==> config.mk <==
export PLATFORM = sky130hd
export DESIGN_NAME = deadline_timer_event_queue_unit_flat
export DESIGN_NICKNAME = d
export VERILOG_FILES = /design/src/rtl/dtq_pkg.sv /design/src/rtl/dtq_stream_if.sv /design/src/rtl/dtq_datapath.sv /design/src/rtl/dtq_ctrl.sv /design/src/rtl/deadline_timer_event_queue_unit.sv /design/src/flat_wrapper.sv
export VERILOG_INCLUDE_DIRS = /design/src /design/src/rtl
export SDC_FILE = /design/constraint.sdc
export NUM_CORES = 2
export LEC_CHECK = 0
export BUFFER_PORTS_ARGS = -buffer_cell sky130_fd_sc_hd__buf_2
export CAP_MARGIN = 25
export CELL_PAD_IN_SITES_DETAIL_PLACEMENT = 1
export CELL_PAD_IN_SITES_GLOBAL_PLACEMENT = 1
export CORE_MARGIN = 4
export CORE_UTILIZATION = 49
export CTS_CLUSTER_SIZE = 24
export DETAILED_ROUTE_END_ITERATION = 6
export GPL_TIMING_DRIVEN = 0
export PLACE_DENSITY_LB_ADDON = 0.1
export REMOVE_ABC_BUFFERS = 1
export SLEW_MARGIN = 20
export SYNTH_ARGS = -nofsm -noshare
export SYNTH_HDL_FRONTEND = slang
export SYNTH_SLANG_ARGS = --single-unit
==> constraint.sdc <==
create_clock -name clk -period 13.9 [get_ports clk]
set_clock_uncertainty 0.2 [all_clocks]
set_input_delay 0.695 -clock clk [delete_from_list [all_inputs] [get_ports clk]]
set_output_delay 0.695 -clock clk [all_outputs]
set_load 0.05 [all_outputs]
==> src/rtl/deadline_timer_event_queue_unit_defines.svh <==
// Assertion macros for the deadline timer event queue.
`ifndef DEADLINE_TIMER_EVENT_QUEUE_UNIT_DEFINES_SVH
`define DEADLINE_TIMER_EVENT_QUEUE_UNIT_DEFINES_SVH
`ifndef SYNTH
`define DTQ_ASSERT_IMPL(label, clk, rst, prop) \
  label: assert property (@(posedge clk) disable iff (rst) prop) else $error("%m: check failed");
`define DTQ_ASSERT_NORST(label, clk, prop) \
  label: assert property (@(posedge clk) prop) else $error("%m: check failed");
`else
`define DTQ_ASSERT_IMPL(label, clk, rst, prop)
`define DTQ_ASSERT_NORST(label, clk, prop)
`endif
`endif

==> src/rtl/dtq_pkg.sv <==
// ----------------------------------------------------------------------------
// dtq_pkg
// Types and codes shared by the timer queue modules.
// ----------------------------------------------------------------------------
`default_nettype none
package dtq_pkg;
  localparam logic [1:0] KIND_POST = 2'd0;
  localparam logic [1:0] KIND_CANCEL_HANDLE = 2'd1;
  localparam logic [1:0] KIND_CANCEL_EVENT = 2'd2;
  localparam logic [1:0] KIND_TICK = 2'd3;

  localparam logic [2:0] RES_POSTED = 3'd0;
  localparam logic [2:0] RES_FIRED = 3'd1;
  localparam logic [2:0] RES_SUMMARY = 3'd2;
  localparam logic [2:0] RES_REMOVED = 3'd3;
  localparam logic [2:0] RES_FULL = 3'd4;

  localparam logic [47:0] MAX48 = 48'hFFFF_FFFF_FFFF;

  typedef struct packed {
    logic [1:0]  kind;
    logic [63:0] now;
    logic [7:0]  event_id;
    logic [47:0] delay;
    logic [63:0] msg_data;
    logic [31:0] target_handle;
  } in_item_t;

  typedef struct packed {
    logic [2:0]  result_kind;
    logic [31:0] handle;
    logic [7:0]  fired_event;
    logic [63:0] fired_data;
    logic [47:0] lateness;
    logic [47:0] next_wait;
    logic        queue_empty;
    logic [4:0]  removed_count;
    logic        last;
  } out_item_t;

  // controller -> datapath
  typedef struct packed {
    logic load;       // capture input item
    logic scan_clear; // restart scan
    logic scan_step;  // examine one slot
    logic do_post;    // write post into found slot
    logic do_cancel;  // apply cancel mask
    logic do_fire;    // remove best, build fired result
    logic do_summary; // build summary result
    logic do_full;    // build full error result
  } dp_cmd_t;

  // datapath -> controller
  typedef struct packed {
    logic       scan_done;
    logic       free_found;
    logic       best_found;
    logic       best_due;
    logic [1:0] kind;
  } dp_stat_t;
endpackage
`default_nettype wire

==> src/rtl/dtq_stream_if.sv <==
// ----------------------------------------------------------------------------
// dtq_stream_if
// Valid/ready channel carrying one payload.
// ----------------------------------------------------------------------------
`default_nettype none
interface dtq_stream_if #(parameter type payload_t = logic) ();
  logic     valid;
  logic     ready;
  payload_t data;
  modport source (output valid, output data, input ready);
  modport sink (input valid, input data, output ready);
endinterface
`default_nettype wire

==> src/rtl/dtq_datapath.sv <==
// ----------------------------------------------------------------------------
// dtq_datapath
// Entry store, one-slot-per-cycle scanner and result builder.
// ----------------------------------------------------------------------------
`default_nettype none
module dtq_datapath #(
  parameter int QUEUE_DEPTH = 16,
  parameter int EVENT_COUNT = 256
) (
  input  wire logic              clk,
  input  wire logic              rst,
  input  wire dtq_pkg::in_item_t in_item,
  input  wire dtq_pkg::dp_cmd_t  cmd,
  output dtq_pkg::dp_stat_t      stat,
  output dtq_pkg::out_item_t     result
);
  localparam int IW = (QUEUE_DEPTH > 1) ? $clog2(QUEUE_DEPTH) : 1;
  localparam int CW = $clog2(QUEUE_DEPTH + 1);

  logic [QUEUE_DEPTH-1:0] valid;
  logic [63:0] dl_mem [QUEUE_DEPTH];
  logic [31:0] hd_mem [QUEUE_DEPTH];
  logic [7:0]  ev_mem [QUEUE_DEPTH];
  logic [63:0] da_mem [QUEUE_DEPTH];

  dtq_pkg::in_item_t item;
  dtq_pkg::out_item_t res_next;
  logic [31:0] next_handle;
  logic [CW-1:0] scan_idx;
  logic [IW-1:0] free_idx, best_idx;
  logic free_found, best_found;
  logic [63:0] best_dl;
  logic [31:0] best_hd;
  logic [QUEUE_DEPTH-1:0] hit_mask;
  logic [4:0] hit_cnt;
  logic [64:0] dl_sum;
  logic [63:0] dl_post;
  logic [7:0]  ev_fold;
  logic [7:0]  fold_lut [256];
  logic [IW-1:0] cur;
  logic cur_hit, better;
  logic [63:0] late_diff, wait_diff;

  assign cur = scan_idx[IW-1:0];
  assign dl_sum = {1'b0, item.now} + {17'd0, item.delay};
  assign dl_post = dl_sum[64] ? 64'hFFFF_FFFF_FFFF_FFFF : dl_sum[63:0];

  // event id fold: constant lookup, one entry per 8-bit id
  generate
    for (genvar g = 0; g < 256; g++) begin : g_fold
      assign fold_lut[g] = 8'(g % EVENT_COUNT);
    end
  endgenerate
  assign ev_fold = fold_lut[item.event_id];

  assign cur_hit = valid[cur] && ((item.kind == dtq_pkg::KIND_CANCEL_HANDLE)
                   ? (hd_mem[cur] == item.target_handle) : (ev_mem[cur] == ev_fold));
  assign better = !best_found || (dl_mem[cur] < best_dl) ||
                  ((dl_mem[cur] == best_dl) && (hd_mem[cur] < best_hd));
  assign late_diff = item.now - best_dl;
  assign wait_diff = best_dl - item.now;

  always_ff @(posedge clk) begin
    if (rst) begin
      valid <= '0;
      next_handle <= '0;
      scan_idx <= '0;
      free_found <= 1'b0;
      best_found <= 1'b0;
      hit_cnt <= '0;
      hit_mask <= '0;
    end else begin
      if (cmd.load) item <= in_item;
      if (cmd.scan_clear) begin
        scan_idx <= '0;
        free_found <= 1'b0;
        best_found <= 1'b0;
        hit_cnt <= '0;
        hit_mask <= '0;
      end else if (cmd.scan_step) begin
        scan_idx <= scan_idx + 1'b1;
        if (!valid[cur] && !free_found) begin
          free_found <= 1'b1;
          free_idx <= cur;
        end
        if (valid[cur] && better) begin
          best_found <= 1'b1;
          best_idx <= cur;
          best_dl <= dl_mem[cur];
          best_hd <= hd_mem[cur];
        end
        if (cur_hit) begin
          hit_mask[cur] <= 1'b1;
          // count saturates at the field maximum
          if (hit_cnt != 5'd31) hit_cnt <= hit_cnt + 1'b1;
        end
      end
      if (cmd.do_post) begin
        valid[free_idx] <= 1'b1;
        dl_mem[free_idx] <= dl_post;
        hd_mem[free_idx] <= next_handle;
        ev_mem[free_idx] <= ev_fold;
        da_mem[free_idx] <= item.msg_data;
        next_handle <= next_handle + 1'b1;
      end
      if (cmd.do_cancel) valid <= valid & ~hit_mask;
      if (cmd.do_fire) valid[best_idx] <= 1'b0;
    end
  end

  always_comb begin
    res_next = result;
    if (cmd.do_post || cmd.do_full || cmd.do_cancel || cmd.do_fire || cmd.do_summary)
      res_next = '0;
    if (cmd.do_post) begin
      res_next.result_kind = dtq_pkg::RES_POSTED;
      res_next.handle = next_handle;
      res_next.last = 1'b1;
    end
    if (cmd.do_full) begin
      res_next.result_kind = dtq_pkg::RES_FULL;
      res_next.last = 1'b1;
    end
    if (cmd.do_cancel) begin
      res_next.result_kind = dtq_pkg::RES_REMOVED;
      res_next.removed_count = hit_cnt;
      res_next.queue_empty = ((valid & ~hit_mask) == '0);
      res_next.last = 1'b1;
    end
    if (cmd.do_fire) begin
      res_next.result_kind = dtq_pkg::RES_FIRED;
      res_next.handle = hd_mem[best_idx];
      res_next.fired_event = ev_mem[best_idx];
      res_next.fired_data = da_mem[best_idx];
      res_next.lateness = (late_diff[63:48] != '0) ? dtq_pkg::MAX48 : late_diff[47:0];
      res_next.queue_empty = ((valid & ~(QUEUE_DEPTH'(1) << best_idx)) == '0);
    end
    if (cmd.do_summary) begin
      res_next.result_kind = dtq_pkg::RES_SUMMARY;
      res_next.queue_empty = !best_found;
      res_next.next_wait = !best_found ? 48'd0 :
                           (wait_diff[63:48] != '0) ? dtq_pkg::MAX48 : wait_diff[47:0];
      res_next.last = 1'b1;
    end
  end

  always_ff @(posedge clk) begin
    result <= res_next;
  end

  always_comb begin
    stat.scan_done = (scan_idx == CW'(QUEUE_DEPTH));
    stat.free_found = free_found;
    stat.best_found = best_found;
    stat.best_due = best_dl <= item.now;
    stat.kind = item.kind;
  end
endmodule
`default_nettype wire

==> src/rtl/dtq_ctrl.sv <==
// ----------------------------------------------------------------------------
// dtq_ctrl
// Sequencer: accept, scan, act, hand off one result at a time.
// ----------------------------------------------------------------------------
`default_nettype none
module dtq_ctrl (
  input  wire logic             clk,
  input  wire logic             rst,
  input  wire logic             in_valid,
  output logic                  in_ready,
  output logic                  out_valid,
  input  wire logic             out_ready,
  input  wire logic             out_last,
  input  wire dtq_pkg::dp_stat_t stat,
  output dtq_pkg::dp_cmd_t      cmd
);
  localparam logic [2:0] ST_IDLE = 3'd0;
  localparam logic [2:0] ST_SCAN = 3'd1;
  localparam logic [2:0] ST_ACT = 3'd2;
  localparam logic [2:0] ST_OUT = 3'd3;

  logic [2:0] state, state_next;
  logic ov, ov_next;

  assign in_ready = (state == ST_IDLE) && !rst;
  assign out_valid = ov;

  always_comb begin
    state_next = state;
    ov_next = ov;
    cmd = '0;
    unique case (state)
      ST_IDLE: begin
        if (in_valid) begin
          cmd.load = 1'b1;
          cmd.scan_clear = 1'b1;
          state_next = ST_SCAN;
        end
      end
      ST_SCAN: begin
        if (stat.scan_done) state_next = ST_ACT;
        else cmd.scan_step = 1'b1;
      end
      ST_ACT: begin
        ov_next = 1'b1;
        state_next = ST_OUT;
        case (stat.kind)
          dtq_pkg::KIND_POST: begin
            if (stat.free_found) cmd.do_post = 1'b1;
            else cmd.do_full = 1'b1;
          end
          dtq_pkg::KIND_TICK: begin
            if (stat.best_found && stat.best_due) cmd.do_fire = 1'b1;
            else cmd.do_summary = 1'b1;
          end
          default: cmd.do_cancel = 1'b1;
        endcase
      end
      ST_OUT: begin
        if (out_ready) begin
          ov_next = 1'b0;
          if (out_last) state_next = ST_IDLE;
          else begin
            cmd.scan_clear = 1'b1;
            state_next = ST_SCAN;
          end
        end
      end
      default: state_next = ST_IDLE;
    endcase
  end

  always_ff @(posedge clk) begin
    if (rst) begin
      state <= ST_IDLE;
      ov <= 1'b0;
    end else begin
      state <= state_next;
      ov <= ov_next;
    end
  end
endmodule
`default_nettype wire

==> src/rtl/deadline_timer_event_queue_unit.sv <==
// ----------------------------------------------------------------------------
// deadline_timer_event_queue_unit
// Deadline-ordered timer message store with post, cancel and tick.
// ----------------------------------------------------------------------------
// Usage:
//  in_ch (sink): one operation per transfer: post, cancel by handle,
//    cancel by event or tick.
//  out_ch (source): result items; last marks the final result of an operation.
//  Every pass scans the store one slot per cycle. A post or cancel takes one
//  pass from transfer to result. A tick does one scan per
//  fired message plus one for the summary.
//  The next input is taken only after the last result transfers; the scan
//  over the slot store sets the rate.
//  Reset clears all slot valid bits and the handle counter.
//  When the receiver stalls, the result register holds and the sequencer
//  waits; nothing is dropped.
// ----------------------------------------------------------------------------
`default_nettype none
`include "deadline_timer_event_queue_unit_defines.svh"
module deadline_timer_event_queue_unit #(
  parameter int QUEUE_DEPTH = 16,
  parameter int EVENT_COUNT = 256
) (
  input wire logic clk,
  input wire logic rst,
  dtq_stream_if.sink   in_ch,
  dtq_stream_if.source out_ch
);
  dtq_pkg::dp_cmd_t  cmd;
  dtq_pkg::dp_stat_t stat;
  dtq_pkg::out_item_t result;

  // sequencer
  dtq_ctrl u_ctrl (
    .clk(clk), .rst(rst),
    .in_valid(in_ch.valid), .in_ready(in_ch.ready),
    .out_valid(out_ch.valid), .out_ready(out_ch.ready),
    .out_last(result.last), .stat(stat), .cmd(cmd)
  );

  // store and result builder
  dtq_datapath #(.QUEUE_DEPTH(QUEUE_DEPTH), .EVENT_COUNT(EVENT_COUNT)) u_dp (
    .clk(clk), .rst(rst), .in_item(in_ch.data),
    .cmd(cmd), .stat(stat), .result(result)
  );

  assign out_ch.data = result;

  // no input taken while a result is pending
  `DTQ_ASSERT_IMPL(a_no_overlap, clk, rst, !(in_ch.ready && out_ch.valid))
  // an operation is captured only while the input is open
  `DTQ_ASSERT_IMPL(a_load_idle, clk, rst, cmd.load |-> in_ch.ready)
  // the summary always closes a tick
  `DTQ_ASSERT_IMPL(a_sum_last, clk, rst, cmd.do_summary |=> result.last)
endmodule
`default_nettype wire

==> src/flat_wrapper.sv <==
// flat-port wrapper written by rule: the top's interface ports become plain ports
module deadline_timer_event_queue_unit_flat 
#(
  parameter int QUEUE_DEPTH = 16,
  parameter int EVENT_COUNT = 256
)
  (clk, rst, in_ch_valid, in_ch_data, in_ch_ready, out_ch_valid, out_ch_data, out_ch_ready);
  dtq_stream_if #(.payload_t(dtq_pkg::in_item_t)) in_ch_i ();
  dtq_stream_if #(.payload_t(dtq_pkg::out_item_t)) out_ch_i ();
  input wire logic clk;
  input wire logic rst;
  input wire logic [$bits(in_ch_i.valid)-1:0] in_ch_valid;
  input wire logic [$bits(in_ch_i.data)-1:0] in_ch_data;
  output wire logic [$bits(in_ch_i.ready)-1:0] in_ch_ready;
  output wire logic [$bits(out_ch_i.valid)-1:0] out_ch_valid;
  output wire logic [$bits(out_ch_i.data)-1:0] out_ch_data;
  input wire logic [$bits(out_ch_i.ready)-1:0] out_ch_ready;
  assign in_ch_i.valid = in_ch_valid;
  assign in_ch_i.data = in_ch_data;
  assign in_ch_ready = in_ch_i.ready;
  assign out_ch_valid = out_ch_i.valid;
  assign out_ch_data = out_ch_i.data;
  assign out_ch_i.ready = out_ch_ready;
  deadline_timer_event_queue_unit #(.QUEUE_DEPTH(QUEUE_DEPTH), .EVENT_COUNT(EVENT_COUNT)) u_core (.clk(clk), .rst(rst), .in_ch(in_ch_i), .out_ch(out_ch_i));
endmodule
==> results.toml <==
[synthesis]
synth_seq_cells = 3307
post-synth-top-area-fraction = 0.686
dominant_cells_by_area_after_synthesis = "edfxtp_1 (69%), mux4_2 (17%), ha_1 (2.5%), a21oi_1 (1.4%), dfxtp_1 (1.3%)"
synth.avg_cell_area_um2 = 18.9
netlist.top_cell.by_area = "edfxtp_1"
synth_async_sr_flop_share = 0
synth-edff-count = 3216
yosys_warnings = 0
syn-cell-area_um2 = 141000
synthCells = 7467
synth.distinct_cells = 86
ys_seq_area_frac = 0.698
dominantRegCellSynth = "edfxtp_1"

[setup_path]
critPathLaunchType = "flip-flop"
criticalPathCategory = "flip-flop to flip-flop"
timing.critical_path.mode_cell = "buf_16"
cell_depth_of_the_worst_flop_to_flop_path = 20
critical_path.cell_chain = "buf_12 > buf_12 > buf_16 > buf_16 > buf_16 > buf_16 > mux4_2 > mux4_2 > ha_1 > nand4_1 > a2111oi_2 > nand4_1 > nor3_1 > o2111ai_1 > or3_1 > o22ai_4 > buf_16 > buf_16 > buf_16 > buf_16"
crit_arrival_ps = 9580
reg_to_reg_setup_timing_slack_ps = 4710
worst_path_dominant_cell_family = "buffers and inverters"
end_kind = "flip-flop"
worst_ep_required_time_ps = 14290
crit_buf_inv = 10
critical_path.reg2reg.endpoint = "u_core.u_dp.best_dl[4]$_DFFE_PP_"
largest_driver_fanout_on_the_critical_path = 32
total_number_of_cells_along_the_worst_setup_path = 20
cp_slowest_cell = "a2111oi_2"
cp_slowest_stage_delay_ps = 860

[power]
seq_power_share = 0.474
max-vdd-ir-drop_mv = 0.167
combPwrFrac = 0.152
p_switching_mw = 6.54
power.clock.fraction = 0.374
pwr_density_cell_nw_per_um2 = 149
static_power_due_to_leakage_nw = 56.2
power.share.switching = 0.261
internal_power_mw = 18.5

[global_routing]
globalRouteOverflowTotal = 0
grt_pass1_vias = 83625
grt_max_degree = 62
grt.total_usage = 0.279
antenna_violations_before_repair = 21
grt_pass1_wl_um = 602000

[floorplanning]
std_cell_rows = 196
die_width_um = 544
num_io_pins = 434
core_region_area_um2 = 286000
die-area_um2 = 296000
dieHeight_um = 544
start_util = 0.493

[cells_and_area]
fill_cells = 24406
layout-drive-gt1-share = 0.281
stdcell_count = 12564
design.final.nets = 9007
final_common_cell = "edfxtp_1"
mostFrequentLayoutCells = "edfxtp_1 (3216), mux4_2 (1045), buf_2 (433)"
area.growth.synth_to_final_pct = 19.2

[sta]
slew_headroom = 0.269
timing.final.max_slew_violations = 0
max_freq_ghz = 0.109
hold_violations = 0
fin_tns_setup_ps = 0
post_route_fraction_of_the_period_consumed_by_the_critical_path = 0.661
setup_repair_after_global_routing_missed_its_margin = "no"
setup_viol_count_final = 0
max_slew.worst_pin.slew_ps = 1090
timing.final.crit_period_ps = 9190

[min_path]
min_delay_worst_endpoint = "u_core.u_ctrl.state[0]$_SDFFE_PP0P_"
hold_path_startpoint = "in_ch_valid"
holdPathStages = 5
min_path_type = "primary input to flip-flop"

[clock_network]
cts_tree = "yes"
worstSkewPairLatency_ps = 930
clock_tree.htree_level_count = 5
clk_transition_reported_paths_ps = 60
number_of_buffers_inserted_during_clock_tree_synthesis = 347
clock-root-buffer = "clkbuf_16"
cts-root-to-sink-buffers = 4
cts_setup_buffers = 0
clock_sinks = 3307

[place]
dp.final_hpwl_um = 281000
number_of_cells_in_the_design_after_placement = 11689
port_buffers = 433
gp_routability_congestion = 0.906

[detailed_routing]
route.vias.total = 78881
route.detailed.wl_per_inst_um = 33.0
first_pass_iters = 5
detailedRoute.firstIterationViolations = 8497
drt-vias-per-instance = 6.28
drc_errors = 0
routed_wl_um = 415000
antenna_left = 0

[flow_run]
maxCapViolations = 0

[status]
outcome = "finished, final reports clean"
-- cells by family after synthesis --
| logic type | count (synthesis) | synth area share |
|---|---|---|
| muxes | 1062 | 0.168 |
| buffers and inverters | 605 | 0.0170 |
| xor gates and xnor gates | 220 | 0.0137 |
| and+or+nand+nor | 1036 | 0.0358 |
| AOI/OAI and AO/OA | 950 | 0.0411 |
| adders and majority gates | 287 | 0.0256 |
| DFF | 3307 | 0.698 |
-- worst min-delay path, stage by stage --
cell and delay, ps:
buf_2 120, inv_1 70, a221oi_1 110, nor2_1 130
nor3_1 70
-- synthesized netlist by cell type, types with 28 or more instances --
master	n
edfxtp_1	3216
mux4_2	1045
a21oi_1	391
nand2_1	330
ha_1	284
clkbuf_1	269
inv_1	217
nor2_1	215
o21ai_0	185
xnor2_1	121
and3_1	112
a21o_1	101
nand4_1	99
xor2_1	99
dfxtp_1	91
nand3_1	76
buf_1	61
buf_2	46
nor3_1	46
o21bai_1	35
o21a_1	31
or3_1	30
a211oi_1	29
nor2b_1	28
-- power groups by stage --
stage	Clock, mW	Combinational, mW	Sequential (mW)
after floorplan	0	2.89	12.6
after CTS	9.57	3.84	11.9
after global placement	0	3.90	12.4
after detailed placement	0	3.76	12.1
after global routing	10.0	4.09	11.9
final	9.39	3.81	11.9
-- per-stage QoR --
step / utilization / hold WS, ps / total power, mW / cell area, um^2 / setup WS [ps]
3_5_place_dp: 0.540 / 242 / 15.8 / 154000 / 4460
6_report: 0.588 / 152 / 25.1 / 168000 / 4710
5_1_grt: 0.588 / 127 / 26.0 / 168000 / 3990
4_1_cts: 0.587 / 74.5 / 25.3 / 168000 / 4400
2_1_floorplan: - / 232 / 15.5 / 139000 / -9370
3_3_place_gp: 0.512 / 235 / 16.3 / 146000 / -23170
-- worst max path at each step --
stage	start	end	slack, ps
after global routing	flip-flop	u_core.u_dp.best_dl[4]$_DFFE_PP_	3990
after global placement	u_core.u_ctrl.state[0]$_SDFFE_PP0P_	u_core.u_dp.dl_mem[15][3]$_DFFE_PP_	-23170
final	flip-flop	u_core.u_dp.best_dl[4]$_DFFE_PP_	4710
after floorplan	flip-flop	flip-flop	-9370
after CTS	flip-flop	u_core.u_dp.best_dl[4]$_DFFE_PP_	4400
after detailed placement	flip-flop	u_core.u_dp.best_dl[1]$_DFFE_PP_	4460
-- flip-flops by register name, indices dropped and copies added, names as in the netlist, 2 cells and up, named ones only --
register	count
u_core.u_dp.best_dl	64
u_core.u_dp.item	216
u_core.u_dp.best_hd	32
u_core.u_dp.hit_mask	16
u_core.u_dp.hd_mem	512
u_core.u_dp.best_idx	4
u_core.u_dp.da_mem	1024
u_core.u_dp.scan_idx	5
u_core.u_dp.valid	16
u_core.u_dp.next_handle	32
u_core.u_dp.stat	2
u_core.u_ctrl.state	2
u_core.u_dp.ev_mem	128
u_core.u_dp.hit_cnt	5
u_core.u_dp.dl_mem	1024
u_core.u_dp.result	210
u_core.u_dp.free_idx	4
-- per-layer routing --
metal  track usage  vias up  routed length, um
met1         0.402    42364             176000
met4        0.0729        8              11800
met5             0        -                 48
li1              -    32816                  -
met2         0.456     3094             201000
met3        0.0364      599              25900
-- final cells by class --
cell class / count / area [um^2] / share of cell area
tap: 3762 / 4710 / 0.0280
sequential: 3307 / 98400 / 0.586
antenna: 14 / 35.0 / 0.000209
inverter: 217 / 827 / 0.00493
timing repair buffer: 1070 / 12100 / 0.0722
clock buffer: 424 / 9080 / 0.0541
clock inverter: 215 / 2390 / 0.0142
multi-input combinational: 3555 / 40300 / 0.240
-- repair_timing --
| action | CTS | global route |
|---|---|---|
| hold buffers | 219 | 0 |
| endpoints found under the hold margin | 219 | 0 |
| resized for setup | 0 | 0 |
Note: power is estimated with default switching activity, not from simulation.
